--- src/hw/rtl/pwq_pkg.sv ---
package pwq_pkg;

	localparam int QUEUE_DEPTH   = 16;
	localparam int PRIORITY_BITS = 5;
	localparam int TASK_ID_BITS  = 4;

	localparam int OP_W   = 2;
	localparam int ST_W   = 2;
	localparam int CNT_W  = $clog2(QUEUE_DEPTH + 1);

	localparam logic [OP_W-1:0] OP_INSERT = 2'd0;
	localparam logic [OP_W-1:0] OP_REMOVE = 2'd1;
	localparam logic [OP_W-1:0] OP_POP    = 2'd2;

	localparam logic [ST_W-1:0] ST_OK        = 2'd0;
	localparam logic [ST_W-1:0] ST_FULL      = 2'd1;
	localparam logic [ST_W-1:0] ST_EMPTY     = 2'd2;
	localparam logic [ST_W-1:0] ST_NOT_FOUND = 2'd3;

	localparam int IN_OP_LO   = 0;
	localparam int IN_TASK_LO = IN_OP_LO + OP_W;
	localparam int IN_PRIO_LO = IN_TASK_LO + TASK_ID_BITS;
	localparam int IN_RAW_W   = IN_PRIO_LO + PRIORITY_BITS;
	localparam int IN_TDATA_W = ((IN_RAW_W + 7) / 8) * 8;

	localparam int OUT_ST_LO    = 0;
	localparam int OUT_POP_LO   = OUT_ST_LO + ST_W;
	localparam int OUT_CNT_LO   = OUT_POP_LO + TASK_ID_BITS;
	localparam int OUT_HEAD_LO  = OUT_CNT_LO + CNT_W;
	localparam int OUT_HV_BIT   = OUT_HEAD_LO + TASK_ID_BITS;
	localparam int OUT_RAW_W    = OUT_HV_BIT + 1;
	localparam int OUT_TDATA_W  = ((OUT_RAW_W + 7) / 8) * 8;

	typedef struct packed {
		logic [TASK_ID_BITS-1:0]  task_id;
		logic [PRIORITY_BITS-1:0] prio;
	} slot_t;

	typedef struct packed {
		logic                     ins;
		logic                     rem;
		logic [TASK_ID_BITS-1:0]  task_id;
		logic [PRIORITY_BITS-1:0] prio;
	} cmd_t;

endpackage

--- src/hw/rtl/pwq_cell.sv ---
module pwq_cell import pwq_pkg::*; (
	input  logic  clk,
	input  cmd_t  cmd,
	input  logic  valid,
	input  logic  left_stay,
	input  slot_t left_slot,
	input  slot_t right_slot,
	input  logic  hit_in,
	output logic  stay,
	output logic  hit_out,
	output slot_t slot,
	output slot_t slot_next
);

	slot_t slot_q;
	slot_t new_slot;

	assign new_slot.task_id = cmd.task_id;
	assign new_slot.prio    = cmd.prio;

	// A task stays put on insert when it is at least as urgent as the new one.
	assign stay    = valid && (slot_q.prio >= cmd.prio);
	assign hit_out = hit_in || (cmd.rem && valid && (slot_q.task_id == cmd.task_id));
	assign slot    = slot_q;

	always_comb begin
		priority if (cmd.ins && !stay) begin
			slot_next = left_stay ? new_slot : left_slot;
		end else if (hit_out) begin
			slot_next = right_slot;
		end else begin
			slot_next = slot_q;
		end
	end

	always_ff @(posedge clk) begin
		slot_q <= slot_next;
	end

endmodule

--- src/hw/rtl/priority_wait_queue.sv ---
// Priority wait queue of up to QUEUE_DEPTH tasks, held in a row of cells with the head in the
// first cell. Each item is an insert, a remove by task id, a pop or a no-op, and it yields
// exactly one result item with the status, the popped task, the new count and the new head.
// An item is taken in every cycle while the output register is free or being emptied, and its
// result appears in the cycle after acceptance. All cells compare against the item at once;
// the remove search ripples one bit through the row, which sets the cycle time for deep queues.
module priority_wait_queue import pwq_pkg::*; (
	input  logic                   clk,
	input  logic                   arst_n,
	input  logic                   s_tvalid,
	output logic                   s_tready,
	// Fields from bit 0: op, task_id, priority_req, zero fill.
	input  logic [IN_TDATA_W-1:0]  s_tdata,
	output logic                   m_tvalid,
	input  logic                   m_tready,
	// Fields from bit 0: status, popped_task, queue_count, head_task, head_valid, zero fill to a byte (none here).
	output logic [OUT_TDATA_W-1:0] m_tdata
);

	logic [OP_W-1:0]          in_op;
	logic [TASK_ID_BITS-1:0]  in_task;
	logic [PRIORITY_BITS-1:0] in_prio;
	logic                     accept;
	logic                     full;
	logic                     empty;
	logic                     found;
	cmd_t                     cmd;

	logic [CNT_W-1:0]         count_q;
	logic [CNT_W-1:0]         count_next;
	logic [ST_W-1:0]          status;
	logic [TASK_ID_BITS-1:0]  popped;

	logic                     m_tvalid_q;
	logic [OUT_RAW_W-1:0]     out_q;

	logic  [QUEUE_DEPTH-1:0]  stay;
	logic  [QUEUE_DEPTH-1:0]  hit;
	slot_t                    slot [QUEUE_DEPTH];
	slot_t                    slot_next [QUEUE_DEPTH];

	assign in_op   = s_tdata[IN_TASK_LO-1:IN_OP_LO];
	assign in_task = s_tdata[IN_PRIO_LO-1:IN_TASK_LO];
	assign in_prio = s_tdata[IN_RAW_W-1:IN_PRIO_LO];

	assign s_tready = !m_tvalid_q || m_tready;
	assign accept   = s_tvalid && s_tready;

	assign full  = (count_q == CNT_W'(QUEUE_DEPTH));
	assign empty = (count_q == '0);

	assign cmd.ins     = accept && (in_op == OP_INSERT) && !full;
	assign cmd.rem     = accept && (in_op == OP_REMOVE);
	assign cmd.task_id = in_task;
	assign cmd.prio    = in_prio;

	genvar gi;
	generate
		for (gi = 0; gi < QUEUE_DEPTH; gi++) begin : g_cell
			logic  valid_c;
			logic  left_stay_c;
			logic  hit_in_c;
			slot_t left_c;
			slot_t right_c;

			assign valid_c = (CNT_W'(gi) < count_q);

			if (gi == 0) begin : g_first
				assign left_stay_c = 1'b1;
				assign left_c      = '0;
				assign hit_in_c    = accept && (in_op == OP_POP) && !empty;
			end else begin : g_rest
				assign left_stay_c = stay[gi-1];
				assign left_c      = slot[gi-1];
				assign hit_in_c    = hit[gi-1];
			end

			if (gi == QUEUE_DEPTH - 1) begin : g_last
				assign right_c = '0;
			end else begin : g_inner
				assign right_c = slot[gi+1];
			end

			pwq_cell u_cell (
				.clk        (clk),
				.cmd        (cmd),
				.valid      (valid_c),
				.left_stay  (left_stay_c),
				.left_slot  (left_c),
				.right_slot (right_c),
				.hit_in     (hit_in_c),
				.stay       (stay[gi]),
				.hit_out    (hit[gi]),
				.slot       (slot[gi]),
				.slot_next  (slot_next[gi])
			);
		end
	endgenerate

	assign found = hit[QUEUE_DEPTH-1];

	always_comb begin
		status     = ST_OK;
		popped     = '0;
		count_next = count_q;
		unique case (in_op)
			OP_INSERT: begin
				if (full) begin
					status = ST_FULL;
				end else begin
					count_next = count_q + CNT_W'(1);
				end
			end
			OP_REMOVE: begin
				if (found) begin
					count_next = count_q - CNT_W'(1);
				end else begin
					status = ST_NOT_FOUND;
				end
			end
			OP_POP: begin
				if (empty) begin
					status = ST_EMPTY;
				end else begin
					popped     = slot[0].task_id;
					count_next = count_q - CNT_W'(1);
				end
			end
			default: begin
				status = ST_OK;
			end
		endcase
	end

	always_ff @(posedge clk or negedge arst_n) begin
		if (!arst_n) begin
			count_q    <= '0;
			m_tvalid_q <= 1'b0;
		end else begin
			if (accept) begin
				count_q    <= count_next;
				m_tvalid_q <= 1'b1;
			end else if (m_tready) begin
				m_tvalid_q <= 1'b0;
			end
		end
	end

	always_ff @(posedge clk) begin
		if (accept) begin
			out_q <= {(count_next != '0),
				(count_next != '0) ? slot_next[0].task_id : {TASK_ID_BITS{1'b0}},
				count_next, popped, status};
		end
	end

	assign m_tvalid = m_tvalid_q;
	assign m_tdata  = OUT_TDATA_W'(out_q);

endmodule

--- config.mk ---
export PLATFORM = sky130hd
export DESIGN_NAME = priority_wait_queue
export DESIGN_NICKNAME = d
export VERILOG_FILES = /design/src/hw/rtl/pwq_pkg.sv /design/src/hw/rtl/pwq_cell.sv /design/src/hw/rtl/priority_wait_queue.sv
export SDC_FILE = /design/constraint.sdc
export NUM_CORES = 1
export LEC_CHECK = 0
export ABC_AREA = 1
export BUFFER_PORTS_ARGS = -buffer_cell sky130_fd_sc_hd__buf_2
export CAP_MARGIN = 20
export CORE_MARGIN = 4
export CORE_UTILIZATION = 50
export DETAILED_ROUTE_END_ITERATION = 10
export GPL_TIMING_DRIVEN = 0
export PLACE_DENSITY = 0.65
export REMOVE_ABC_BUFFERS = 1
export SYNTH_ARGS = -nofsm -noshare
export SYNTH_HDL_FRONTEND = slang
export SYNTH_HIERARCHICAL = 1
export SYNTH_SLANG_ARGS = --single-unit
--- constraint.sdc ---
create_clock -name clk -period 7 [get_ports clk]
set_input_delay 0.7 -clock clk [delete_from_list [all_inputs] [get_ports clk]]
set_output_delay 0.7 -clock clk [all_outputs]
set_load 0.02 [all_outputs]
==> metrics.md, run 1 <==
| Metric | Value |
|---|---|
| Max-cap violation count | 0 |
| Layout Nets | 2243 |
| CP top delay family | simple AND/OR/NAND/NOR gates |
| Area growth syn-to-layout | 7.37% |
| Crit path time final | 6.38 ns |
| Initial DRC count | 824 |
| Post-DP Area | 14700 um^2 |
| CP max-delay cell | dfrtp_1 |
| Io pins | 38 |
| Comb pwr share | 48.0% |
| Cells after Synth | 2115 |
| CP bufs+invs | 18 |
| Hold WC Path Type | in2async |
| Routability congestion estimate | 0.910 |
| WL/cell | 14.0 um |
| Multi-input logic area | 9470 um^2 |
| Post-DP HPWL | 25200 um |
| Least-Margin Pin Slew | 1.07 ns |
| Root Buffer | clkbuf_16 |
| Clock Sink Count | 166 |
| Pin count of the biggest net entering global routing | 49 |
| DRC | 0 |
| Total GRT Usage | 23.1% |
| Die height | 177 um |
| Unrepaired setup endpoints after global routing | no |
| CTS Buf Count | 17 |
| Clock slew at reported path FFs | 0.08 ns |
| Vias in the first global route | 12400 |
| Hold buffers post-CTS | 0 |
| Final WL | 35500 um |
| Overall via count from detail_route | 13200 |
| CTS tree | built |
| Die Area | 31300 um^2 |
| Setup CP Type | reg2reg |
| Final WS setup | 0.624 ns |
| Post-CTS Setup Repair Bufs | 0 |
| R2R cell count | 46 |
| Initial Utilization | 51.0% |
| Synth Warn # | 6 |
| Pwr Total | 5.43 mW |
| Critical Path AT | 6.59 ns |
| Pwr Density | 354 nW/um^2 |
| Most frequent cells in the layout | 809 x nand2_1, 314 x nand3_1, 198 x inv_1 |
| Final hold slack | 0.0935 ns |
| Outcome | completed |
| Htree depth | 4 |
| Internal Power | 3.00 mW |
| Final setup viols | 0 |
| Reg2Reg Setup Slack | 0.62 ns |
| Crit end category | flop |
| Syn Area/Cell | 6.76 um^2 |
| Via density | 5.21 |
| Share of cells above drive strength 1 | 19.5% |
| Required @ worst endpoint | 7.21 ns |
| Switching fraction of total power | 44.7% |
| Dpl ws | 0.287 ns |
| Core ar. | 28000 um^2 |
| Switch Pwr | 2.43 mW |
| CP max stage delay | 0.55 ns |
| Most common cell after layout, fill and taps aside | nand2_1 |
| Critical path fanouts, max | 14 |
| Clock latency at the later pin of the worst-skew pair | 0.44 ns |
| Longest Clk Path Bufs | 2 |
| Clock power frac | 18.0% |
| Fin. Hold Viols | 0 |
| First-pass GRT wire length | 60600 um |
| CTS resizes | 0 |
| DIE WIDTH | 177 um |
| Initial antenna violation count | 0 |
| Relative slew margins | 28.6% |
| TritonRoute pass-1 iters | 8 |
| Critical Path Start Type | flop |
| Final ANT Viol Nets | 0 |
| IR drop worst, VDD | 0.164 mV |
| Post-route setup TNS | 0 ns |
| Ant. Diodes | 0 |
| Post-Layout Inst Area | 15300 um^2 |
| GRT overflow | 0 |
| Reg2Reg Launch Point | count_q[2] |
| Fillers | 2805 |
| Tcrit/Tclk final | 91.1% |
| Pleak | 8.26 nW |
| Register Area | 3510 um^2 |
| Most common cell on crit path | nand2_8 |
| Max Fclk | 157 MHz |
| Slew Viols, Final | 0 |
| I/O Buffers | 32 |
| Clock skew | 0.0184 ns |
| Seq pwr share | 34.1% |
| Synthesized cell area | 14300 um^2 |
| Rows | 61 |
| R2r endpoint | m_tdata[11] |
==> how the worst max path moves through the flow <==
stage          startpoint  slack (ns)  cells past startpoint          end
2_1_floorplan    m_tready       -0.66                      9  m_tdata[11]
3_3_place_gp   s_tdata[0]       -4.05                      9  m_tdata[11]
3_5_place_dp   s_tdata[4]        0.29                     44  m_tdata[11]
4_1_cts        count_q[2]        0.67                     46  m_tdata[11]
5_1_grt        count_q[2]        0.01                     46  m_tdata[11]
6_report       count_q[2]        0.62                     46  m_tdata[11]
==> through the flow <==
stage	utilization, %	instances
2_1_floorplan	-	2083
3_3_place_gp	52.3	2493
3_5_place_dp	52.6	2498
4_1_cts	54.8	2530
5_1_grt	54.8	2530
6_report	54.8	2530
==> routing by layer <==
metal | global-route usage (%) | part of all wire, %
met4 | 5.38 | 1.1
met1 | 32.3 | 49
met5 | 0 | 0
met2 | 38.6 | 47
met3 | 2.29 | 3.1
==> state kept, by name, summed over array words and instances (netlist names) <==
| name | flops |
|---|---|
| m_tdata | 16 |
| g_cell.u_cell/slot | 144 |
| m_tvalid | 1 |
| count_q | 5 |
==> power by group through the flow <==
| stage | sequential (mW) | combinational, mW | clock [mW] |
|---|---|---|---|
| 6_report | 1.85 | 2.61 | 0.975 |
| 5_1_grt | 1.91 | 2.99 | 1.04 |
| 4_1_cts | 1.85 | 2.62 | 0.996 |
| 3_5_place_dp | 1.87 | 2.60 | 0 |
| 3_3_place_gp | 1.87 | 2.52 | 0 |
| 2_1_floorplan | 1.70 | 2.12 | 0 |
==> final cells by class <==
class	count	area share, %
Tap cell	378	3.08
Clock buffer	17	2.77
Inverter	263	6.70
Timing Repair Buffer	37	1.64
Multi-Input combinational cell	1654	61.7
Clock inverter	15	1.16
Sequential cell	166	22.9
(Power assumes the default switching activity.)
==> inputs of run 2 (changes only) <==
Settings changed: ABC_AREA 1 to default.
==> run 2 against run 1 <==
Effect of this change:
- critical path type unchanged
- die area fell by 14%
- setup slack got worse by 0.34 ns
- first-iteration DRC count fell by 56%
==> metrics.md, run 2 <==
| Metric | Value |
|---|---|
| Outcome | completed |
| Placed insts | 1515 (-39%) |
| GRT overflow | 0 (unchanged) |
| Max Fclk | 149 MHz (-5.1%) |
| Cells after Synth | 1188 (-44%) |
| Htree depth | 4 (unchanged) |
| DIE WIDTH | 164 um (-7.3%) |
| First-pass GRT wire length | 44600 um (-26%) |
| Die Area | 27000 um^2 (-14%) |
| CP top delay family | compound AO/OA/AOI/OAI gates |
| M2 GR Usage | 32.1% (-6.5 points) |
| Initial DRC count | 363 (-56%) |
| Setup CP Type | reg2reg |
| Max-cap violation count | 0 (unchanged) |
| Relative slew margins | 26.3% (-2.3 points) |
| Crit path from | count_q[3] |
| R2R cell count | 41 (-11%) |
| GR Layer Usage met1 | 28.9% (-3.4 points) |
| Clock Sink Count | 166 (unchanged) |
| Post-Layout Inst Area | 13900 um^2 (-9.6%) |
| CP bufs+invs | 17 (-1) |
| Crit path time final | 6.72 ns (+0.341 ns) |
| Clock skew | 0.0104 ns (-0.00804 ns) |
| Pin count of the biggest net entering global routing | 35 (-29%) |
| TritonRoute pass-1 iters | 5 (-3) |
| Least-Margin Pin Slew | 1.10 ns (+0.0339 ns) |
| Met3 usage | 2.96% (+0.68 points) |
| Share of cells above drive strength 1 | 14.9% (-4.6 points) |
| Final WL | 27300 um (-23%) |
| Reg2Reg Setup Slack | 0.28 ns (-0.34 ns) |
| WL/cell | 17.0 um (+21%) |
| Multi-input logic area | 8090 um^2 (-15%) |
| Clock latency at the later pin of the worst-skew pair | 0.43 ns (about the same) |
| Final setup viols | 0 (unchanged) |
| Io pins | 38 (unchanged) |
| IR drop worst, VDD | 0.159 mV (-2.8%) |
| Synth Warn # | 6 (unchanged) |
| Fillers | 2043 (-27%) |
| Post-route setup TNS | 0 ns (unchanged) |
| Core ar. | 23800 um^2 (-15%) |
| Critical path fanouts, max | 6 (-8) |
| Largest register FFs | 144 (unchanged) |
| CP max stage delay | 0.52 ns (-0.03 ns) |
| Post-DP Area | 12500 um^2 (-15%) |
| Most common cell after layout, fill and taps aside | mux2i_1 |
| Worst path depth | 41 (-11%) |
| Required @ worst endpoint | 7.16 ns (-0.05 ns) |
| Vias in the first global route | 8489 (-31%) |
| Via density | 5.44 (+4.5%) |
| DRC | 0 (unchanged) |
| Critical Path Start Type | flop |
| Rows | 56 (-8.2%) |
| CTS tree | built |
| Hold buffers post-CTS | 0 (unchanged) |
| Most frequent cells in the layout | 433 x mux2i_1, 144 x dfxtp_1, 111 x inv_1 |
| Synthesized cell area | 12200 um^2 (-15%) |
| Initial Utilization | 51.4% (+0.35 points) |
| Register Area | 3520 um^2 (+0.32%) |
| Longest Clk Path Bufs | 2 (unchanged) |
| Routability congestion estimate | 0.812 (-11%) |
| Fin. Hold Viols | 0 (unchanged) |
| Pwr Total | 5.24 mW (-3.5%) |
| Total GRT Usage | 20.3% (-2.7 points) |
| Layout Nets | 1379 (-39%) |
| CP max-delay cell | dfrtp_4 |
| Hold WC Path Type | in2async |
| Overall via count from detail_route | 8741 (-34%) |
| Most common cell on crit path | a41oi_4 |
| Pleak | 7.41 nW (-10%) |
| Root Buffer | clkbuf_16 |
| Slew Viols, Final | 0 (unchanged) |
| Non-Filler Instances | 1607 (-36%) |
| Post-DP HPWL | 19000 um (-25%) |
| Setup crit end | m_tdata[14] |
| Tcrit/Tclk final | 96.0% (+4.9 points) |
| Pwr Density | 378 nW/um^2 (+6.8%) |
| Ant. Diodes | 0 (unchanged) |
| R2r endpoint | m_tdata[14] |
| I/O Buffers | 32 (unchanged) |
| Die height | 164 um (-7.3%) |
| Syn Area/Cell | 10.3 um^2 (+52%) |
| Critical Path AT | 6.88 ns (+0.29 ns) |
| CTS Buf Count | 17 (unchanged) |
| Area growth syn-to-layout | 13.6% |
| Reg2Reg Launch Point | count_q[3] |
| Clock slew at reported path FFs | 0.06 ns (-0.02 ns) |
| Crit end category | flop |
| Busiest grt layer | met2 |
| Final ANT Viol Nets | 0 (unchanged) |
| Final core utilization | 58.4% (+3.6 points) |
| Initial antenna violation count | 0 (unchanged) |
==> run 2: cell type report <==
type                    instances  share of cell area [%]
clock buffers                  23                    3.53
well taps                     319                    2.88
repair buffers                107                    5.40
flip-flops and latches        166                    25.4
clock inverters                 9                   0.993
multi-input cells             858                    58.3
inverters                     125                    3.43
==> run 2: metal layers <==
metal  vias to the layer above  share of wire (%)
li1                       4421                  -
met1                      4149                 51
met2                       141                 44
met3                        30                3.7
met4                         0                1.7
met5                         -                  0
==> run 2: power by group <==
group	internal, mW	leakage (nW)	switching, mW
clock network	0.606	0.300	0.397
registers	1.35	1.41	0.437
logic	1.19	5.70	1.26
total	3.14	7.41	2.10
==> run 2: metrics by stage <==
| step | worst slack, ns | hold WS [ns] |
|---|---|---|
| 3_3_place_gp | -8.35 | 0.503 |
| 4_1_cts | 0.00241 | 0.0887 |
| 3_5_place_dp | -8.42 | 0.532 |
| 2_1_floorplan | -5.70 | 0.404 |
| 6_report | 0.283 | 0.100 |
| 5_1_grt | -0.0539 | 0.0842 |
==> run 2: how the worst min path moves through the flow <==
stage | start | end | slack, ns
floorplan | arst_n | count_q[0] | 0.40
global placement | m_tvalid | m_tvalid | 0.50
detailed placement | m_tvalid | m_tvalid | 0.53
CTS | arst_n | m_tvalid | 0.09
global route | arst_n | count_q[0] | 0.08
finish | arst_n | count_q[0] | 0.10
==> run 2: timing repair <==
item,CTS,global route
setup endpoints to repair,107,15
pin swaps,3,5
gates cloned,0,0
buffers inserted,18,30
gates resized for setup,32,26
==> inputs of run 3 (changes only) <==
Settings changed: CORE_MARGIN 4 to 3, CTS_BUF_LIST from default to sky130_fd_sc_hd__clkbuf_4, SKIP_CTS_REPAIR_TIMING from default to 1.
==> run 3 against run 2 <==
Effect of this change:
- the run now ends with setup timing left
- first-iteration DRC count increased by 30%
- combinational power is 2% higher
- clock power shrank 47%
- setup slack worse by 0.52 ns
- non-clock buffer count is 24 higher
- register-to-register slack got worse by 0.52 ns
- sequential share of layout area is 0.36 points higher
- final cell count increased by 1.5%
- count of clock-buffer cells in the layout shrank 3
- die area fell by 2.4%
- routed wire length about the same
==> metrics.md, run 3 (synthesis results as in run 2) <==
| Metric | Value |
|---|---|
| Outcome | finished, violations left |
| Failing checks | setup timing |
| Relative slew margins | 26.6% (+0.23 points) |
| Initial antenna violation count | 1 (+1) |
| Final setup viols | 7 (+7) |
| TritonRoute pass-1 iters | 5 (unchanged) |
| Via density | 5.38 (-1.1%) |
| Post-DP HPWL | 18900 um (-0.31%) |
| Crit end category | flop |
| Most frequent cells in the layout | 433 x mux2i_1, 144 x dfxtp_1, 105 x inv_1 |
| Vias in the first global route | 8355 (-1.6%) |
| Longest Clk Path Bufs | 2 (unchanged) |
| Most common cell after layout, fill and taps aside | mux2i_1 |
| Overall via count from detail_route | 8770 (+0.33%) |
| Post-Layout Inst Area | 13700 um^2 (-1.5%) |
| Die height | 162 um (-1.2%) |
| Pleak | 7.34 nW (-0.98%) |
| Pin count of the biggest net entering global routing | 35 (unchanged) |
| Rows | 56 (unchanged) |
| Htree depth | 4 (unchanged) |
| Core ar. | 23800 um^2 (unchanged) |
| GRT overflow | 0 (unchanged) |
| I/O Buffers | 32 (unchanged) |
| Reg2Reg Setup Slack | -0.23 ns (-0.52 ns) |
| Final WL | 27300 um (about the same) |
| Crit path time final | 7.23 ns (+0.517 ns) |
| Unrepaired setup endpoints after global routing | yes |
| Io pins | 38 (unchanged) |
| Routability congestion estimate | 0.839 (+3.4%) |
| CTS tree | built |
| Total GRT Usage | 20.1% (-0.22 points) |
| Max Fclk | 138 MHz (-7.1%) |
| Final WS setup | -0.234 ns (-0.517 ns) |
| Tcrit/Tclk final | 103% (+7.4 points) |
| Initial DRC count | 471 (+30%) |
| Initial Utilization | 51.4% (unchanged) |
| Max-cap violation count | 0 (unchanged) |
| Root Buffer | clkbuf_4 |
| Worst hold start | s_tvalid |
| Clock latency at the later pin of the worst-skew pair | 0.58 ns (+0.15 ns) |
| Pwr Density | 351 nW/um^2 (-7.1%) |
| Reg2Reg Launch Point | count_q[1] |
| Final ANT Viol Nets | 0 (unchanged) |
| Die Area | 26300 um^2 (-2.4%) |
| Clock Sink Count | 166 (unchanged) |
| CTS Buf Count | 17 (unchanged) |
| Critical path fanouts, max | 7 (+1) |
| Clock slew at reported path FFs | 0.14 ns (+0.08 ns) |
| Slew Viols, Final | 0 (unchanged) |
| Setup CP Type | reg2reg |
| CP max stage delay | 0.50 ns (-0.02 ns) |
| Min-Delay Endpoint | m_tvalid |
| Worst hold stages | 2 |
| Critical Path AT | 7.57 ns (+0.69 ns) |
| WL/cell | 16.7 um (-1.6%) |
| DIE WIDTH | 162 um (-1.2%) |
| R2r endpoint | m_tdata[13] |
| Clock skew | 0.0363 ns (+0.0259 ns) |
| Required @ worst endpoint | 7.33 ns (+0.17 ns) |
| DRC | 0 (unchanged) |
| Critical Path Start Type | flop |
| IR drop worst, VDD | 0.116 mV (-27%) |
| Area growth syn-to-layout | 12.0% |
| Final core utilization | 57.5% (-0.85 points) |
| R2R cell count | 41 (unchanged) |
| Largest register FFs | 144 (unchanged) |
| Fin. Hold Viols | 0 (unchanged) |
| Share of cells above drive strength 1 | 16.9% (+2.0 points) |
| CP max-delay cell | dfrtp_2 |
| Layout Nets | 1403 (+1.7%) |
| Least-Margin Pin Slew | 1.10 ns (-0.00338 ns) |
| Most common cell on crit path | inv_2 |
| First-pass GRT wire length | 43600 um (-2.3%) |
| Hold WC Path Type | in2reg |
| Post-DP Area | 12500 um^2 (+0.11%) |
## run 3: worst max-delay path by stage
stage | start | slack [ns] | endpoint | cells past startpoint
floorplan | m_tready | -5.70 | m_tdata[11] | 40
global placement | m_tready | -8.37 | m_tdata[13] | 41
detailed placement | count_q[4] | -8.46 | m_tdata[13] | 41
CTS | count_q[4] | -8.52 | m_tdata[13] | 41
global route | count_q[1] | -0.53 | m_tdata[12] | 41
finish | count_q[1] | -0.23 | m_tdata[13] | 41
## run 3: critical path, delay by kind of cell (launching register included)
| kind | cells | cell delay [ns] |
|---|---|---|
| AOI/OAI and AO/OA | 20 | 4.58 |
| buffers and inverters | 17 | 1.30 |
| DFF | 1 | 0.50 |
| and+or+nand+nor | 3 | 0.46 |
| adders and majority gates | 1 | 0.14 |
## run 3: final cells by class
| type | count | area [um^2] |
|---|---|---|
| diodes | 1 | 2.50 |
| clock buffers | 20 | 150 |
| clock inverters | 11 | 87.6 |
| fillers | 2062 | 10100 |
| inverters | 125 | 472 |
| multi-input cells | 858 | 8100 |
| flip-flops and latches | 166 | 3520 |
| well taps | 319 | 399 |
| repair buffers | 131 | 931 |
## run 3: metrics by stage
step,TNS (ns),setup WS (ns),cells,total power [mW],hold slack (ns)
detailed placement,-480.56,-8.46,1518,3.97,0.512
CTS,-484.17,-8.52,1549,4.50,-0.116
global route,-4.29,-0.528,1631,5.19,0.267
floorplan,-280.87,-5.70,1149,3.40,0.404
global placement,-476.30,-8.37,1500,3.89,0.503
finish,-1.30,-0.234,1631,4.80,0.338
## run 3: power by group
group | internal (mW) | total [mW] | switching, mW
registers | 1.34 | 1.78 | 0.440
clock network | 0.181 | 0.527 | 0.345
logic | 1.22 | 2.49 | 1.27
## run 3: metal layers
metal	GRT usage (%)	routed length, um	vias up
met5	0	0	-
met4	5.16	244	0
met3	2.98	769	13
met2	30.7	12200	117
met1	29.7	14000	4159
li1	-	-	4481
